File: config.mk
export PLATFORM = sky130hd
export DESIGN_NAME = vgfs_mul
export DESIGN_NICKNAME = d
export VERILOG_FILES = /design/src/rtl/vgfs_pkg.sv /design/src/rtl/vgfs_mul.sv
export SDC_FILE = /design/constraint.sdc
export NUM_CORES = 2
export LEC_CHECK = 0
export BUFFER_PORTS_ARGS = -buffer_cell sky130_fd_sc_hd__buf_4
export CORE_MARGIN = 1
export CORE_UTILIZATION = 55
export DETAILED_ROUTE_END_ITERATION = 8
export PLACE_DENSITY = 0.73
export SYNTH_ARGS = -nofsm -noshare
export SYNTH_HDL_FRONTEND = slang
export SYNTH_SLANG_ARGS = --single-unit
File: constraint.sdc
create_clock -name clk -period 18.7 [get_ports clk]
set_clock_uncertainty 0.1 [all_clocks]
set_input_delay 5.61 -clock clk [delete_from_list [all_inputs] [get_ports clk]]
set_output_delay 5.61 -clock clk [all_outputs]
set_load 0.005 [all_outputs]
File: src/rtl/vgfs_pkg.sv
`default_nettype none

package vgfs_pkg;

    // default sizing of the grid and the value datapath
    localparam int VGFS_MAX_DIM    = 64;
    localparam int VGFS_VALUE_BITS = 32;

    // fixed field widths
    localparam int DIM_REG_W  = 7;
    localparam int CFG_IDX_W  = 2;
    localparam int CFG_DATA_W = 7;
    localparam int COORD_W    = 16;
    localparam int FRAC_W     = 16;
    localparam int LOAD_IDX_W = 18;
    localparam int LOAD_VAL_W = 32;
    localparam int SAMPLE_W   = 32;

    // configuration register indexes
    localparam logic [CFG_IDX_W-1:0] CFG_DIM_X  = 2'd0;
    localparam logic [CFG_IDX_W-1:0] CFG_DIM_Y  = 2'd1;
    localparam logic [CFG_IDX_W-1:0] CFG_DIM_Z  = 2'd2;
    localparam logic [CFG_IDX_W-1:0] CFG_FILTER = 2'd3;

    // reset values of the configuration registers
    localparam logic [DIM_REG_W-1:0] DIM_RESET    = 7'd64;
    localparam logic                 FILTER_RESET = 1'b1;

    // request commands
    localparam logic CMD_LOAD   = 1'b0;
    localparam logic CMD_SAMPLE = 1'b1;

    // one half cell in Q.16
    localparam int HALF_CELL = 32768;

    // second operand width of the shared multiplier
    localparam int MUL_B_W = 18;

    // digit-serial divide by three: digit width and reciprocal 43/128
    localparam int DIV_DIGIT_W      = 4;
    localparam int DIV3_RECIP       = 43;
    localparam int DIV3_RECIP_SHIFT = 7;

endpackage

`default_nettype wire

File: src/rtl/vgfs_mul.sv
`default_nettype none

module vgfs_mul
    import vgfs_pkg::*;
#(
    parameter int A_W = VGFS_VALUE_BITS + 2,
    parameter int B_W = MUL_B_W
)
(
    input  wire logic                     clk,
    input  wire logic                     en,
    input  wire logic signed [A_W-1:0]    a,
    input  wire logic signed [B_W-1:0]    b,
    output logic signed [A_W+B_W-1:0]     prod
);

    logic signed [A_W+B_W-1:0] prod_reg;

    // registered signed product
    always_ff @(posedge clk)
    begin
        if (en)
        begin
            prod_reg <= a * b;
        end
    end

    assign prod = prod_reg;

endmodule

`default_nettype wire

=== Yosys cells after proc, flatten, opt, wreduce, memory -nomap -nowiden ===
Index checks and enable logic that the tools add are counted.

* Input bits: 54
* Word-level logic and storage cells: 2
* Output and inout bits: 52
* Flip-flop bits (word level): 52

* $mul: 1

{| class="wikitable"
|+ Operator list
! operator !! number
|-
| multiplier 34 x 18 -> 52 bit || 1
|}

=== Depth between registers and ports, before layout ===
* Word-level depth: 1
* Depth in mapped cells: 26
* Gate-level depth less buffers: 25

=== Worst setup path before layout ===
Ideal clock, no wire load.

* Kind: input to register
* Start point: input a[24]
* End point: register prod_reg[50] (netlist: prod[50]) (data pin)
* Path buffers: 2
* Required time: 18342 ps
* Stages: 23
* Arrival time: 11273 ps
* Library setup time: 258 ps
* Slack: 7070 ps
* Cells stage by stage: clkbuf_1 -> clkbuf_1 -> nand2_1 -> fa_1 -> fa_1 -> fa_1 -> inv_1 -> fa_1 -> fa_1 -> inv_1 -> fa_1 -> inv_1 -> ha_1 -> a21o_1 -> a21o_1 -> a21o_1 -> a221oi_2 -> o21ai_1 -> a211oi_1 -> o21ai_1 -> a211o_1 -> a21oi_1 -> xnor2_1

* Longest elaborated chain between the ends: 1

{| class="wikitable"
|+ Ends and longest elaborated chain
! item !! line !! source
|-
| from (decl) || vgfs_mul.sv:12 || <nowiki>input wire logic signed [A_W-1:0] a,</nowiki>
|-
| multiplier 34 x 18 -> 52 bit || vgfs_mul.sv:24 || <nowiki>prod_reg <= a * b;</nowiki>
|-
| to (signal assigned) || vgfs_mul.sv:24 ||
|-
| to (decl) || vgfs_mul.sv:17 || <nowiki>logic signed [A_W+B_W-1:0] prod_reg;</nowiki>
|}

Every way passes these cells.
A chain may end at the register's enable or synchronous reset.

=== Final worst setup path ===
* Start point: input b[4]
* End point: register prod_reg[50] (netlist: prod[50]) (data pin)

* Longest elaborated chain between the ends: 1

{| class="wikitable"
|+ Ends and longest elaborated chain
! item !! line !! source
|-
| from (decl) || vgfs_mul.sv:13 || <nowiki>input wire logic signed [B_W-1:0] b,</nowiki>
|-
| multiplier 34 x 18 -> 52 bit || vgfs_mul.sv:24 ||
|}

Every way passes these cells.

==> results.toml <==
[synth]
ys_types = 55
synthesis.area_mm2 = 0.02261
yosys.area.top_type_share_pct = 51.80
syn-instance-count = 2430
synth_area_leaders = "fa_1 (52%), inv_1 (11%), ha_1 (6.9%)"
postSynth.asyncResetShare_pct = 0
yosysMostFrequentCell = "inv_1"
synth.avg_cell_area_um2 = 9.303
synth_edf_count = 52
yosysTopAreaCell = "fa_1"
ys_ff_latch = 52
ys.flop_type = "edfxtp_1"
ys_seq_area_share_pct = 6.907
ys_warn_count = 0
synthesis.nets = 3194
synth_common_cells = "inv_1 (661), fa_1 (585), nand2_1 (360), and2_1 (240), ha_1 (125)"

[drt]
wl_per_cell_um = 18.70
viasPerCell = 5.392
drt_wl_total_um = 55300
ant_nets = 0
drt_iter0_drc = 950
drc_errors = 0
dr_total_vias = 15950
drt_pass1_iterations = 5

[placed_design]
portBuffers = 105
dpl.cell_count = 2950
dp_hpwl_um = 44950
gp_congestion = 0.9589

[cells_and_area]
regArea_mm2 = 0.001562
drive_above_1_share_pct = 5.551
multiInputGateArea_mm2 = 0.01814
fin_cells = 2958
fin_nets = 3196
largest_reg_flops = 52
areaGrowthSynthToFinish_pct = 5.374
num-fill-cells = 3416

[floorplanning]
die_area_mm2 = 0.04192
coreArea_mm2 = 0.04010
die_w_um = 204.7
initial_core_util_pct = 56.38
ioPinCount = 106
fp.dieH_um = 204.7
rows = 73

[worst_hold_path]
min_to = "prod[0]"
hold_path.startpoint = "a[0]"
min-delay-path-class = "in -> reg"
min_path_cells = 2

[clock_tree]
cts_tree = "done"
cts_buffers = 5
post-cts-setup-buffers = 0
cts_root_buffer = "clkbuf_16"
cts_sinks = 52
cts_max_path_buffers = 2
post_cts_resized = 0
path_clk_slew_ns = 0.07
htreeDepth = 2
cts_hold_buf = 0

[global_route]
grt_overflow = 0
grt_max_degree = 53
grt_usage_pct = 28.85
first_global_vias = 17720
antenna_found_initial = 2
grt_pass1_wl_um = 92440

[setup_path]
worst-path-buf-inv = 4
cp_max_fo = 34
cp-end-kind = "flip-flop"
critPathTopFamily = "adder cells"
cpMostUsedCell = "fa_1"
path_cells = "buf_4 > nand2_1 > fa_1 > fa_1 > fa_1 > fa_1 > inv_1 > fa_1 > inv_1 > fa_1 > inv_1 > ha_1 > and2_4 > a32o_1 > o2111ai_2 > nand2_1 > a31oi_1 > o21ai_1 > a211o_1 > a21oi_1 > xnor2_1"
start_kind = "input port"
crit_type = "in -> reg"
critPathMaxStageDelay_ns = 0.91
crit_path_top_delay_cell = "a31oi_1"
critPathArrivalTime_ns = 12.35
critPathRequiredTime_ns = 18.68

[sta]
rsz0062_at_grt = "no"
fin_tns_setup_ns = 0
finalCritPeriodShare_pct = 66.18
maxSlewViolCount = 0
relSlewSlack_pct = 26.04
hold-worst-slack_ns = 5.717
worst_pin_slew_ns = 1.104
setup_viol = 0
timing.final.crit_period_ns = 12.38
final_hold_viol_count = 0
fmax_mhz = 80.81

[run]
cap_violations = 0

[run_status]
outcome = "finished, final reports clean"
## how the worst max path moves through the flow
stage | start | to | depth (start not counted)
6_report | b[4] | prod[50] | 21
5_1_grt | b[4] | prod[50] | 21
4_1_cts | b[4] | prod[50] | 21
3_5_place_dp | b[4] | prod[50] | 21
3_3_place_gp | b[4] | prod[50] | 21
2_1_floorplan | a[24] | prod[50] | 23
## logic make-up (layout without fill, tap and decap cells)
group	Yosys count	after routing	synth area share [%]
compound gates	145	145	4.533
xor+xnor	55	55	2.131
fa+ha+maj	710	710	58.72
buf+inv	772	774	12.86
flops	52	52	6.907
other cells	0	1	0
simple gates	696	696	14.85
## layout by cell type (no fill, tap or decap), types with 2 or more instances in the layout
cell type	count
inv_1	661
fa_1	585
nand2_1	360
and2_1	240
ha_1	125
buf_4	106
edfxtp_1	52
nor2_1	40
xnor2_1	40
a21oi_1	37
a21o_1	31
o21ai_0	21
xor2_1	15
nor2b_1	10
nand4_1	9
nand2b_1	8
and3_1	8
o21bai_1	7
a31oi_1	7
nor3_1	6
a21oi_2	5
clkbuf_16	5
nand3_1	4
o31ai_1	4
a21o_2	3
o21a_1	3
o21ai_1	3
a211oi_1	3
or3_1	2
o211ai_1	2
o2111ai_2	2
a21boi_0	2
and3_2	2
and4_1	2
o41ai_1	2
bufinv_16	2
## layer usage
metal / vias to the layer above / share of wire [%] / track usage [%]
met5: - / 0 / 0
met4: 0 / 2.8 / 8.662
met3: 116 / 7.3 / 4.979
met2: 599 / 50 / 49.00
met1: 8279 / 40 / 37.79
li1: 6956 / - / -
## per-stage QoR
stage / setup WS (ns) / utilization (%) / instance area (um2)
finish: 6.325 / 59.41 / 23820
global route: 6.168 / 59.40 / 23820
CTS: 6.430 / 59.40 / 23820
detailed placement: 6.089 / 58.94 / 23630
global placement: 6.167 / 58.94 / 23630
floorplan: 7.070 / - / 22610
## area by class of cell
cell class                      count  share of cell area [%]
Antenna cell                        1                 0.01050
Clock buffer                        5                  0.5252
Clock inverter                      2                  0.2521
Inverter                          661                   10.42
Multi-Input combinational cell   1606                   76.14
Sequential cell                    52                   6.555
Tap cell                          525                   2.757
Timing Repair Buffer              106                   3.341
Power is left out: the tool's default activity adds up to more than one toggle a clock period on the data nets, which glitch-free logic cannot reach.
