**src/rtl/vgfs_pkg.sv**
```systemverilog
`default_nettype none

package vgfs_pkg;

    // default sizing of the grid and the value datapath
    localparam int VGFS_MAX_DIM    = 64;
    localparam int VGFS_VALUE_BITS = 32;

    // fixed field widths
    localparam int DIM_REG_W  = 7;
    localparam int CFG_IDX_W  = 2;
    localparam int CFG_DATA_W = 7;
    localparam int COORD_W    = 16;
    localparam int FRAC_W     = 16;
    localparam int LOAD_IDX_W = 18;
    localparam int LOAD_VAL_W = 32;
    localparam int SAMPLE_W   = 32;

    // configuration register indexes
    localparam logic [CFG_IDX_W-1:0] CFG_DIM_X  = 2'd0;
    localparam logic [CFG_IDX_W-1:0] CFG_DIM_Y  = 2'd1;
    localparam logic [CFG_IDX_W-1:0] CFG_DIM_Z  = 2'd2;
    localparam logic [CFG_IDX_W-1:0] CFG_FILTER = 2'd3;

    // reset values of the configuration registers
    localparam logic [DIM_REG_W-1:0] DIM_RESET    = 7'd64;
    localparam logic                 FILTER_RESET = 1'b1;

    // request commands
    localparam logic CMD_LOAD   = 1'b0;
    localparam logic CMD_SAMPLE = 1'b1;

    // one half cell in Q.16
    localparam int HALF_CELL = 32768;

    // second operand width of the shared multiplier
    localparam int MUL_B_W = 18;

    // digit-serial divide by three: digit width and reciprocal 43/128
    localparam int DIV_DIGIT_W      = 4;
    localparam int DIV3_RECIP       = 43;
    localparam int DIV3_RECIP_SHIFT = 7;

endpackage

`default_nettype wire

```
**src/rtl/vgfs_div3.sv**
```systemverilog
`default_nettype none

module vgfs_div3
    import vgfs_pkg::*;
#(
    parameter int VALUE_BITS = VGFS_VALUE_BITS
)
(
    input  wire logic                        clk,
    input  wire logic                        rst_n,
    input  wire logic                        start,
    input  wire logic signed [VALUE_BITS+1:0] dividend,
    output logic                             done,
    output logic signed [VALUE_BITS-1:0]     quotient
);

    localparam int IN_W  = VALUE_BITS + 2;
    localparam int DIV_W = ((IN_W + DIV_DIGIT_W - 1) / DIV_DIGIT_W) * DIV_DIGIT_W;
    localparam int NDIG  = DIV_W / DIV_DIGIT_W;
    localparam int CNT_W = $clog2(NDIG);
    localparam int VAL_W = DIV_DIGIT_W + 2;
    localparam int PR_W  = VAL_W + 6;

    logic             busy_reg, busy_next;
    logic             done_reg, done_next;
    logic [CNT_W-1:0] cnt_reg, cnt_next;
    logic [DIV_W-1:0] num_reg;
    logic [DIV_W-1:0] q_reg;
    logic [1:0]       rem_reg;

    logic signed [IN_W:0]   biased;
    logic [VAL_W-1:0]       digit_val;
    logic [PR_W-1:0]        recip_prod;
    logic [DIV_DIGIT_W-1:0] q_digit;
    logic [VAL_W-1:0]       r_full;

    // bias by three times the half range so the dividend is never negative
    assign biased = (IN_W + 1)'(dividend) + ((IN_W + 1)'(3) <<< (VALUE_BITS - 1));

    // one quotient digit: remainder joined with the next dividend digit
    assign digit_val  = {rem_reg, num_reg[DIV_W-1 -: DIV_DIGIT_W]};
    assign recip_prod = PR_W'(digit_val) * PR_W'(DIV3_RECIP);
    assign q_digit    = DIV_DIGIT_W'(recip_prod >> DIV3_RECIP_SHIFT);
    assign r_full     = digit_val - (VAL_W'(q_digit) + VAL_W'({q_digit, 1'b0}));

    // sequencing of the digit steps
    always_comb
    begin
        busy_next = busy_reg;
        done_next = 1'b0;
        cnt_next  = cnt_reg;
        if (start)
        begin
            busy_next = 1'b1;
            cnt_next  = '0;
        end
        else if (busy_reg)
        begin
            cnt_next = cnt_reg + CNT_W'(1);
            if (cnt_reg == CNT_W'(NDIG - 1))
            begin
                busy_next = 1'b0;
                done_next = 1'b1;
            end
        end
    end

    always_ff @(posedge clk or negedge rst_n)
    begin
        if (!rst_n)
        begin
            busy_reg <= 1'b0;
            done_reg <= 1'b0;
            cnt_reg  <= '0;
        end
        else
        begin
            busy_reg <= busy_next;
            done_reg <= done_next;
            cnt_reg  <= cnt_next;
        end
    end

    // dividend, remainder and quotient shift registers
    always_ff @(posedge clk)
    begin
        if (start)
        begin
            num_reg <= DIV_W'(biased);
            rem_reg <= 2'd0;
        end
        else if (busy_reg)
        begin
            num_reg <= num_reg << DIV_DIGIT_W;
            rem_reg <= r_full[1:0];
            q_reg   <= {q_reg[DIV_W-DIV_DIGIT_W-1:0], q_digit};
        end
    end

    // remove the bias: subtracting half range flips the top bit
    assign quotient = {~q_reg[VALUE_BITS-1], q_reg[VALUE_BITS-2:0]};
    assign done     = done_reg;

endmodule

`default_nettype wire

```
**config.mk**
```make
export PLATFORM = sky130hd
export DESIGN_NAME = vgfs_div3
export DESIGN_NICKNAME = d
export VERILOG_FILES = /design/src/rtl/vgfs_pkg.sv /design/src/rtl/vgfs_div3.sv
export SDC_FILE = /design/constraint.sdc
export NUM_CORES = 1
export LEC_CHECK = 0
export BUFFER_PORTS_ARGS = -buffer_cell sky130_fd_sc_hd__buf_2
export CORE_AREA = 2 2 90 92
export DETAILED_ROUTE_END_ITERATION = 8
export DIE_AREA = 0 0 92 94
export PLACE_DENSITY_LB_ADDON = 0.3
export SETUP_SLACK_MARGIN = 0.5
export SKIP_CTS_REPAIR_TIMING = 1
export SYNTH_ARGS = -nofsm -noshare
export SYNTH_HDL_FRONTEND = slang
export SYNTH_SLANG_ARGS = --single-unit
```
**constraint.sdc**
```tcl
create_clock -name clk -period 3.55 [get_ports clk]
set_clock_uncertainty 0.1 [all_clocks]
set_input_delay 1.065 -clock clk [delete_from_list [all_inputs] [get_ports clk]]
set_output_delay 1.065 -clock clk [all_outputs]
set_load 0.03 [all_outputs]
```
== Word level (Yosys, flattened, before mapping) ==
Cells that the tools add are included.

* Bits in registers: 76
* Input bits: 37
* Output and inout port bits: 33
* Logic and storage cells: 26

* $add $sub $neg: 4
* Multipliers: 1
* Eq/ne operators: 1
* Muxes and demuxes: 10
* Bitwise gates (word level): 2
* Reduce and logical (&&, ||, !) cells: 2

{| class="wikitable"
|+ Operators by type and width
! operator !! number
|-
| 36-bit 2-to-1 mux || 2
|-
| 34-bit by 34-bit adder with 35-bit output (second input constant) || 1
|-
| 6-bit by 6-bit multiplier with 11-bit output (second input constant) || 1
|-
| 4-bit 2-to-1 mux || 2
|-
| 1-bit 2-to-1 mux || 6
|-
| 4-bit by 1-bit adder with 4-bit output (second input constant) || 1
|-
| 4-bit equality test (second input constant) || 1
|-
| 2-bit adder || 1
|-
| 1-bit inverter || 2
|-
| 2-bit AND reduction || 1
|-
| 2-bit nonzero test || 1
|-
| 2-bit subtractor || 1
|}

== Depth between registers and ports, before layout ==
Gate-level depths: netlist of run 1.

* Depth after elaboration: 4
* Gate-level depth with buffers: 16
* Gate-level depth less buffers: 16

== Worst setup path before layout of run 1 ==
No wires, ideal clock.

* Path kind: flip-flop to flip-flop
* Start point: register num_reg[33]
* End point: register rem_reg[1]
* Setup time: 116 ps
* Data arrival time: 3660 ps
* Data required time: 3334 ps
* Slack: -326 ps
* Stages on the path, launching flop included: 17
* Buffers on the path: 0
* Period minus slack after synthesis: 3876 ps
* Path through: edfxtp_1 -> ha_1 -> inv_1 -> fa_1 -> fa_1 -> inv_1 -> ha_1 -> and4_4 -> a41oi_4 -> nand2_1 -> nor2_1 -> nor2_1 -> ha_1 -> xnor2_1 -> xnor2_1 -> or2_2 -> o211a_1

* Cells in the longest elaborated chain, start to end: 3

{| class="wikitable"
|+ Ends and longest elaborated chain
! element !! RTL line !! source
|-
| start: declaration || vgfs_div3.sv:27 || <nowiki>logic [DIV_W-1:0] num_reg;</nowiki>
|-
| start signal: assignment || vgfs_div3.sv:89 || <nowiki>num_reg <= DIV_W'(biased);</nowiki>
|-
| start signal: assignment || vgfs_div3.sv:94 || <nowiki>num_reg <= num_reg << DIV_DIGIT_W;</nowiki>
|-
| 6-bit by 6-bit multiplier with 11-bit output || vgfs_div3.sv:42 || <nowiki>assign recip_prod = PR_W'(digit_val) * PR_W'(DIV3_RECIP);</nowiki>
|-
| net recip_prod[7] || vgfs_div3.sv:33 || <nowiki>logic [PR_W-1:0] recip_prod;</nowiki>
|-
| 2-bit adder || vgfs_div3.sv:44 || <nowiki>assign r_full = digit_val - (VAL_W'(q_digit) + VAL_W'({q_digit, 1'b0}));</nowiki>
|-
| 2-bit subtractor || vgfs_div3.sv:44 ||
|-
| end signal: assignment || vgfs_div3.sv:95 || <nowiki>rem_reg <= r_full[1:0];</nowiki>
|-
| end: declaration || vgfs_div3.sv:29 || <nowiki>logic [1:0] rem_reg;</nowiki>
|}

The timed path passes the listed nets, and every way through them passes these cells.
A chain may end at the register's enable or synchronous reset.

== Final worst setup path of run 1 ==
Ends and elaborated chain as after synthesis.

==> results of run 1 <==
cell usage in the layout (no fill, tap or decap), types with 5 or more instances in the layout:
| cell type | n |
|---|---|
| clkbuf_8 | 9 |
| dfrtp_1 | 6 |
| buf_2 | 69 |
| ha_1 | 26 |
| edfxtp_1 | 68 |
| mux2_2 | 24 |
| xnor2_1 | 8 |
| buf_4 | 13 |
| inv_1 | 22 |
| mux2_1 | 5 |
| nor2_1 | 7 |
kinds of logic (layout without fill, tap and decap cells):
| family | Yosys count | count (layout) | share of synthesized area, % |
|---|---|---|---|
| buf+inv | 63 | 123 | 9.51 |
| mux | 31 | 31 | 9.25 |
| simple gates | 29 | 29 | 4.14 |
| flops | 76 | 76 | 59.5 |
| compound gates | 15 | 15 | 3.50 |
| fa+ha+maj | 32 | 32 | 11.5 |
| xor+xnor | 11 | 11 | 2.57 |
report_power, final:
group	internal [uW]	switching (uW)
Sequential	1140	49.2
Combinational	656	691
Clock	387	298
routing by layer:
metal  vias up  wire length, um  track usage (%)
met5         -                0                0
met4         0              133             8.21
met3         9              204             3.37
met2        38             2850             21.7
met1       970             2450             16.8
li1        991                -                -
layout make-up:
class / instances / area, um2
Tap cell: 102 / 128
Sequential cell: 76 / 2230
Inverter: 25 / 95.1
Clock buffer: 9 / 124
Clock inverter: 5 / 78.8
Timing Repair Buffer: 84 / 465
Fill cell: 637 / 3250
Multi-Input combinational cell: 118 / 1230
how the worst min path moves through the flow:
stage | depth (start not counted) | endpoint | start
floorplan | 0 | q_reg[10]$_DFFE_PP_ | q_reg[6]$_DFFE_PP_
global placement | 0 | q_reg[14]$_DFFE_PP_ | q_reg[10]$_DFFE_PP_
detailed placement | 0 | q_reg[15]$_DFFE_PP_ | q_reg[11]$_DFFE_PP_
CTS | 0 | q_reg[12]$_DFFE_PP_ | q_reg[8]$_DFFE_PP_
global route | 0 | q_reg[22]$_DFFE_PP_ | q_reg[18]$_DFFE_PP_
finish | 0 | q_reg[12]$_DFFE_PP_ | q_reg[8]$_DFFE_PP_
metrics by stage:
stage | hold slack, ps | cells | total power [uW]
after floorplan | 328 | 257 | 2100
after global placement | 325 | 401 | 2280
after detailed placement | 329 | 401 | 2310
after CTS | 346 | 415 | 3010
after global routing | 351 | 419 | 3440
final | 344 | 419 | 3220
==> impl_metrics.ini, run 1 <==
[sta]
hold_viol = 0
max_freq_ghz = 0.274
min_period_over_period_pct = 103
setup_violations = 1
rsz0062_at_grt = true
slew-limit-headroom_pct = 69.3
post-route-worst-setup-slack_ps = -97.0
tns_ps = -97.0
slew_violations = 0
period_minus_slack_ps = 3650
worst_pin_slew_ps = 460

[layout]
fin_nets = 383
final_cell_area_um2 = 4360
drive_above_1_share_pct = 44.2
fin_util_pct = 57.3
largest_reg_flops = 36
area_delta_synth_final_pct = 16.2
diodes = 0

[drt]
routed-via-count = 2008
routed_wl_um = 5640
wire_per_inst_um = 13.5
drc = 0
viasPerCell = 4.79
first_pass_iters = 4
ant_nets = 0
drt-initial-drc-count = 60

[logic_synthesis]
synth_top_area_share_pct = 54.5
synthArstFlopShare_pct = 7.89
ys_seq_area_share_pct = 59.5
syn-cell-area_um2 = 3750
synth_nets = 326
yosys-top-cells-area = edfxtp_1 54%, ha_1 9.3%, mux2_2 7.2%, buf_4 6.2%, dfrtp_1 4.0%
syn_avg_cell_area_um2 = 14.6
netlist_instances = 257
synthFlopType = edfxtp_1
synth_most_common_cell = edfxtp_1
ys_top_cells_by_count = 68 x edfxtp_1, 31 x buf_4, 28 x ha_1, 24 x inv_1, 24 x mux2_2
ys_seq_elements = 76
synth_cell_types = 37
synth_edf_count = 68
yosysWarnings = 0
synth.largest_area_cell = edfxtp_1

[floorplan]
dieHeight_um = 94
start_util_pct = 49.3
core_area_um2 = 7610
dieArea_um2 = 8650
row_count = 32
io_pins = 70
die_w_um = 92

[critical_path]
slowest_delay_ps = 500
cp-start-kind = flop
required_ps = 3690
r2r-start = num_reg[33]$_DFFE_PP_
rr_worst_depth = 16
r2r_slack_ps = -100
critPathCapture = rem_reg[1]$_SDFFE_PP0P_
arrival_ps = 3790
cp-end-kind = flop
cp.depth = 16
critPathSlowestCell = fa_1
startpoint = num_reg[33]$_DFFE_PP_
worstSetupPathType = reg -> reg
r2r-end = rem_reg[1]$_SDFFE_PP0P_
path_cells = ha_1, inv_2, fa_1, fa_1, inv_2, ha_4, and4_4, a41oi_4, nand2_1, nor2_1, nor2_2, ha_4, xnor2_2, xnor2_1, or2_4, o211a_1
critPathMaxFanout = 3
critical_path_buf_inv_count = 2
cpLargestDelayFamily = adder cells

[power]
ir_drop_mv = 0.343
leakage_uw = 0.00192
power_density_nw_per_um2 = 739

[grt]
antenna_found_initial = 0
grt_pass1_wl_um = 8740
grt_max_degree = 33
gr-total-overflow = 0
grt_pass1_vias = 1906
grt_util_all_layers_pct = 13.6

[place]
dp_hpwl_um = 3950
numPortBuffers = 69
routabilityCongestion = 0.780
dp_slack_ps = -187
place_area_um2 = 4050

[clock_tree]
path_clk_slew_ps = 70
clk_latency_ps = 340
cts_sinks = 76
cts_root_buffer = clkbuf_8
cts_made_buffers = 9
cts_tree = built
h-tree-depth = 3
clock_path_buffers = 2

[flow_run]
drv_cap = 0

[worst_hold_path]
hp-class = reg -> reg

[status]
violations = negative setup slack
status = complete, but fails checks
Power figures use the tool's default switching activity.
==> inputs of run 2 (changes only) <==
Settings changed: CTS_CLUSTER_SIZE from default to 10, REMOVE_ABC_BUFFERS from default to 1.
==> impl_metrics.ini, run 2 (synthesis results as in run 1) <==
[critical_path]
critPathMaxFanout = 4
r2r-start = rem_reg[1]$_SDFFE_PP0P_
critPathSlowestCell = fa_1
startpoint = rem_reg[1]$_SDFFE_PP0P_
cp-start-kind = flop
required_ps = 3690
slowest_delay_ps = 560
cpLargestDelayFamily = adder cells
path_cells = buf_4, ha_1, ha_1, inv_1, fa_1, inv_2, ha_4, buf_4, a41oi_4, nand2_1, nor2_2, nor2_4, ha_4, xnor2_2, xnor2_1, or2_4, o211a_1
arrival_ps = 3840
cp-end-kind = flop
worstSetupPathType = reg -> reg
critical_path_buf_inv_count = 4

[worst_hold_path]
hp-class = reg -> reg
min-delay-start = q_reg[9]$_DFFE_PP_

[sta]
slew_violations = 0
worst_pin_slew_ps = 437
post-route-worst-setup-slack_ps = -145
setup_violations = 1
period_minus_slack_ps = 3700
slew-limit-headroom_pct = 70.8
hold_ws_ps = 345
min_period_over_period_pct = 104
hold_viol = 0
max_freq_ghz = 0.271
rsz0062_at_grt = true

[grt]
grt_max_degree = 33
grt_pass1_vias = 1894
antenna_found_initial = 0
gr-total-overflow = 0
grt_util_all_layers_pct = 13.5
grt_pass1_wl_um = 8910

[clock_tree]
cts_made_buffers = 9
cts_root_buffer = clkbuf_8
h-tree-depth = 3
path_clk_slew_ps = 80
clock_path_buffers = 2
cts_tree = built
cts_sinks = 76
clk_latency_ps = 340

[layout]
diodes = 0
seqCellArea_um2 = 2230
final_cell_mix = 69 x buf_2, 68 x edfxtp_1, 24 x mux2_2
fin_util_pct = 58.2
layout_commonest_cell = buf_2
area_delta_synth_final_pct = 18.0
drive_above_1_share_pct = 46.0
fin_nets = 386
multiInputGateArea_um2 = 1260
fillCellCount = 621
largest_reg_flops = 36

[drt]
routed_wl_um = 5700
viasPerCell = 4.71
wire_per_inst_um = 13.5
drc = 0
drt-initial-drc-count = 71
routed-via-count = 1997
ant_nets = 0
first_pass_iters = 4

[place]
routabilityCongestion = 0.737
numPortBuffers = 69
dp_hpwl_um = 4010

[power]
ir_drop_mv = 0.320
power_density_nw_per_um2 = 735
leakage_uw = 0.00193

[flow_run]
drv_cap = 0

[floorplan]
dieArea_um2 = 8650
start_util_pct = 49.3
io_pins = 70
core_area_um2 = 7610
die_w_um = 92
row_count = 32
dieHeight_um = 94

[status]
status = complete, but fails checks
violations = negative setup slack
-- run 2: changes by cell type in the layout (fill, tap and decap cells not counted), moves of 2 or more --
cell	before	now
buf_4	13	16
buf_6	2	0
clkinv_4	1	3
buf_12	0	2
ha_1	26	23
ha_4	2	5
clkinv_2	2	0
-- run 2: layout make-up --
type                            instances  area share [%]
Sequential cell                        76            50.5
Clock inverter                          7            1.73
Timing Repair Buffer                   87            11.4
Inverter                               25            2.15
Tap cell                              102            2.88
Multi-Input combinational cell        118            28.6
Clock buffer                            9            2.80
-- run 2: power by group --
| group | total, uW | internal (uW) | switching (uW) |
|---|---|---|---|
| combinational | 1410 | 712 | 703 |
| clock | 649 | 328 | 321 |
| sequential | 1190 | 1140 | 48.7 |
| total | 3250 | 2180 | 1070 |
-- run 2: layer usage --
layer | part of all wire (%) | up-vias | global-route usage [%]
met5 | 0 | - | 0
met4 | 1.1 | 0 | 4.85
met3 | 4.7 | 7 | 5.22
met2 | 50 | 44 | 21.3
met1 | 45 | 947 | 17.1
li1 | - | 999 | -
-- run 2: metrics by stage --
step                      setup WS (ps)  power [uW]  instance area [um2]  TNS [ps]  instances
after floorplan                    -323        2000                 3490      -323        219
after global placement             -323        2300                 4090      -327        404
after detailed placement           -391        2330                 4090      -446        404
after CTS                          -396        2990                 4290      -472        420
after global routing               -303        3480                 4420      -303        424
final                              -145        3250                 4420      -145        424
-- run 2: path summary, 6_finish.rpt --
| path | to | slack, ps | cells past startpoint |
|---|---|---|---|
| worst max register to register | rem_reg[1]$_SDFFE_PP0P_ | -150 | 17 |
| min in group asynchronous | done$_DFF_PN0_ | 430 | 1 |
| worst max-delay path | rem_reg[1]$_SDFFE_PP0P_ | -150 | 17 |
| worst min register to register | q_reg[13]$_DFFE_PP_ | 350 | 0 |
| max in group asynchronous | cnt_reg[3]$_DFFE_PN0P_ | 2770 | 1 |
| worst min-delay path | q_reg[13]$_DFFE_PP_ | 350 | 0 |
==> inputs of run 3 (changes only) <==
Settings changed: CORE_AREA 2 2 90 92 to 2 2 115 73, DIE_AREA 0 0 92 94 to 0 0 117 75, REMOVE_ABC_BUFFERS 1 to default.
==> impl_metrics.ini, run 3 (synthesis results as in run 1) <==
[status]
status = complete, but fails checks
violations = negative setup slack

[drt]
drt-initial-drc-count = 89
ant_nets = 0
wire_per_inst_um = 13.8
routed-via-count = 2019
routed_wl_um = 5890
first_pass_iters = 4
drc = 0
viasPerCell = 4.73

[critical_path]
r2r-start = num_reg[33]$_DFFE_PP_
critPathCapture = rem_reg[1]$_SDFFE_PP0P_
cp.depth = 16
cp-start-kind = flop
r2r_slack_ps = -210
critPathSlowestCell = fa_1
cpLargestDelayFamily = adder cells
cp-end-kind = flop
required_ps = 3670
r2r-end = rem_reg[1]$_SDFFE_PP0P_
critPathMaxFanout = 3
worstSetupPathType = reg -> reg
startpoint = num_reg[33]$_DFFE_PP_
path_cells = ha_1, inv_2, fa_1, fa_1, inv_2, ha_4, and4_4, a41oi_4, nand2_1, nor2_2, nor2_2, ha_4, xnor2_4, xnor2_2, or2_4, o211a_1
critical_path_buf_inv_count = 2
slowest_delay_ps = 500
rr_worst_depth = 16
arrival_ps = 3880

[place]
dp_slack_ps = -211
dp_hpwl_um = 4010
routabilityCongestion = 0.766
numPortBuffers = 69
place_area_um2 = 4070

[sta]
slew-limit-headroom_pct = 52.2
min_period_over_period_pct = 106
period_minus_slack_ps = 3760
rsz0062_at_grt = true
post-route-worst-setup-slack_ps = -207
worst_pin_slew_ps = 716
hold_viol = 0
max_freq_ghz = 0.266
slew_violations = 0
setup_violations = 1

[floorplan]
core_area_um2 = 7660
dieHeight_um = 75
die_w_um = 117
start_util_pct = 48.9
dieArea_um2 = 8780
io_pins = 70
row_count = 25

[clock_tree]
cts_made_buffers = 9
cts_tree = built
clock_path_buffers = 2
cts_root_buffer = clkbuf_16
cts_sinks = 76
path_clk_slew_ps = 60
clk_latency_ps = 330
h-tree-depth = 3

[layout]
final_cell_mix = 69 x buf_2, 68 x edfxtp_1, 26 x ha_1
largest_reg_flops = 36
layout_commonest_cell = buf_2
fin_nets = 383
area_delta_synth_final_pct = 20.7
diodes = 0
final_cell_area_um2 = 4530
drive_above_1_share_pct = 45.1

[grt]
grt_pass1_wl_um = 8840
grt_max_degree = 37
gr-total-overflow = 0
grt_util_all_layers_pct = 13.9
antenna_found_initial = 0
grt_pass1_vias = 1825

[worst_hold_path]
hp-class = reg -> reg

[power]
leakage_uw = 0.00199
power_density_nw_per_um2 = 818
ir_drop_mv = 0.325

[flow_run]
drv_cap = 0
==> run 3: worst reg2reg max path, stage by stage (launching register included) <==
cell and delay, ps:
edfxtp_1 390, ha_1 310, inv_2 40, fa_1 460, fa_1 500, inv_2 50
ha_4 200, and4_4 170, a41oi_4 230, nand2_1 100, nor2_2 130, nor2_2 70
ha_4 180, xnor2_4 130, xnor2_2 140, or2_4 230, o211a_1 220
==> run 3: worst min-delay path by stage <==
stage / start / endpoint / slack, ps / cells after the start
2_1_floorplan: q_reg[6]$_DFFE_PP_ / q_reg[10]$_DFFE_PP_ / 330 / 0
3_3_place_gp: q_reg[15]$_DFFE_PP_ / q_reg[19]$_DFFE_PP_ / 320 / 0
3_5_place_dp: q_reg[19]$_DFFE_PP_ / q_reg[23]$_DFFE_PP_ / 330 / 0
4_1_cts: q_reg[14]$_DFFE_PP_ / q_reg[18]$_DFFE_PP_ / 330 / 0
5_1_grt: q_reg[14]$_DFFE_PP_ / q_reg[18]$_DFFE_PP_ / 350 / 0
6_report: q_reg[14]$_DFFE_PP_ / q_reg[18]$_DFFE_PP_ / 330 / 0
==> run 3: routing by layer <==
layer / GRT usage [%] / vias to the layer above / share of wire (%) / routed length (um)
li1: - / 1003 / - / -
met1: 19.0 / 964 / 48 / 2830
met2: 20.0 / 46 / 47 / 2740
met3: 5.15 / 6 / 4.4 / 258
met4: 6.67 / 0 / 1.1 / 67
met5: 0 / - / 0 / 0
==> run 3: stage by stage <==
| stage | total power (uW) | utilization, % | hold slack, ps | std cells | setup TNS [ps] |
|---|---|---|---|---|---|
| final | 3700 | 59.1 | 335 | 427 | -207 |
| after global routing | 3920 | 59.1 | 346 | 427 | -349 |
| after CTS | 3400 | 57.6 | 334 | 424 | -239 |
| after detailed placement | 2330 | 53.1 | 326 | 408 | -211 |
| after global placement | 2280 | 53.1 | 324 | 408 | -84.0 |
| after floorplan | 2100 | - | 328 | 257 | -167 |
==> run 3: layout make-up <==
type / count / area [um2]
multi-input cells: 118 / 1250
clock buffers: 9 / 225
well taps: 108 / 135
flip-flops and latches: 76 / 2230
fillers: 595 / 3140
repair buffers: 84 / 462
inverters: 25 / 95.1
clock inverters: 7 / 121
==> run 3: where the power goes <==
group	total (uW)	leakage (uW)	switching (uW)	internal, uW
Combinational	1460	0.00102	747	717
Sequential	1190	0.000798	48.9	1140
Clock	1040	0.000170	354	691
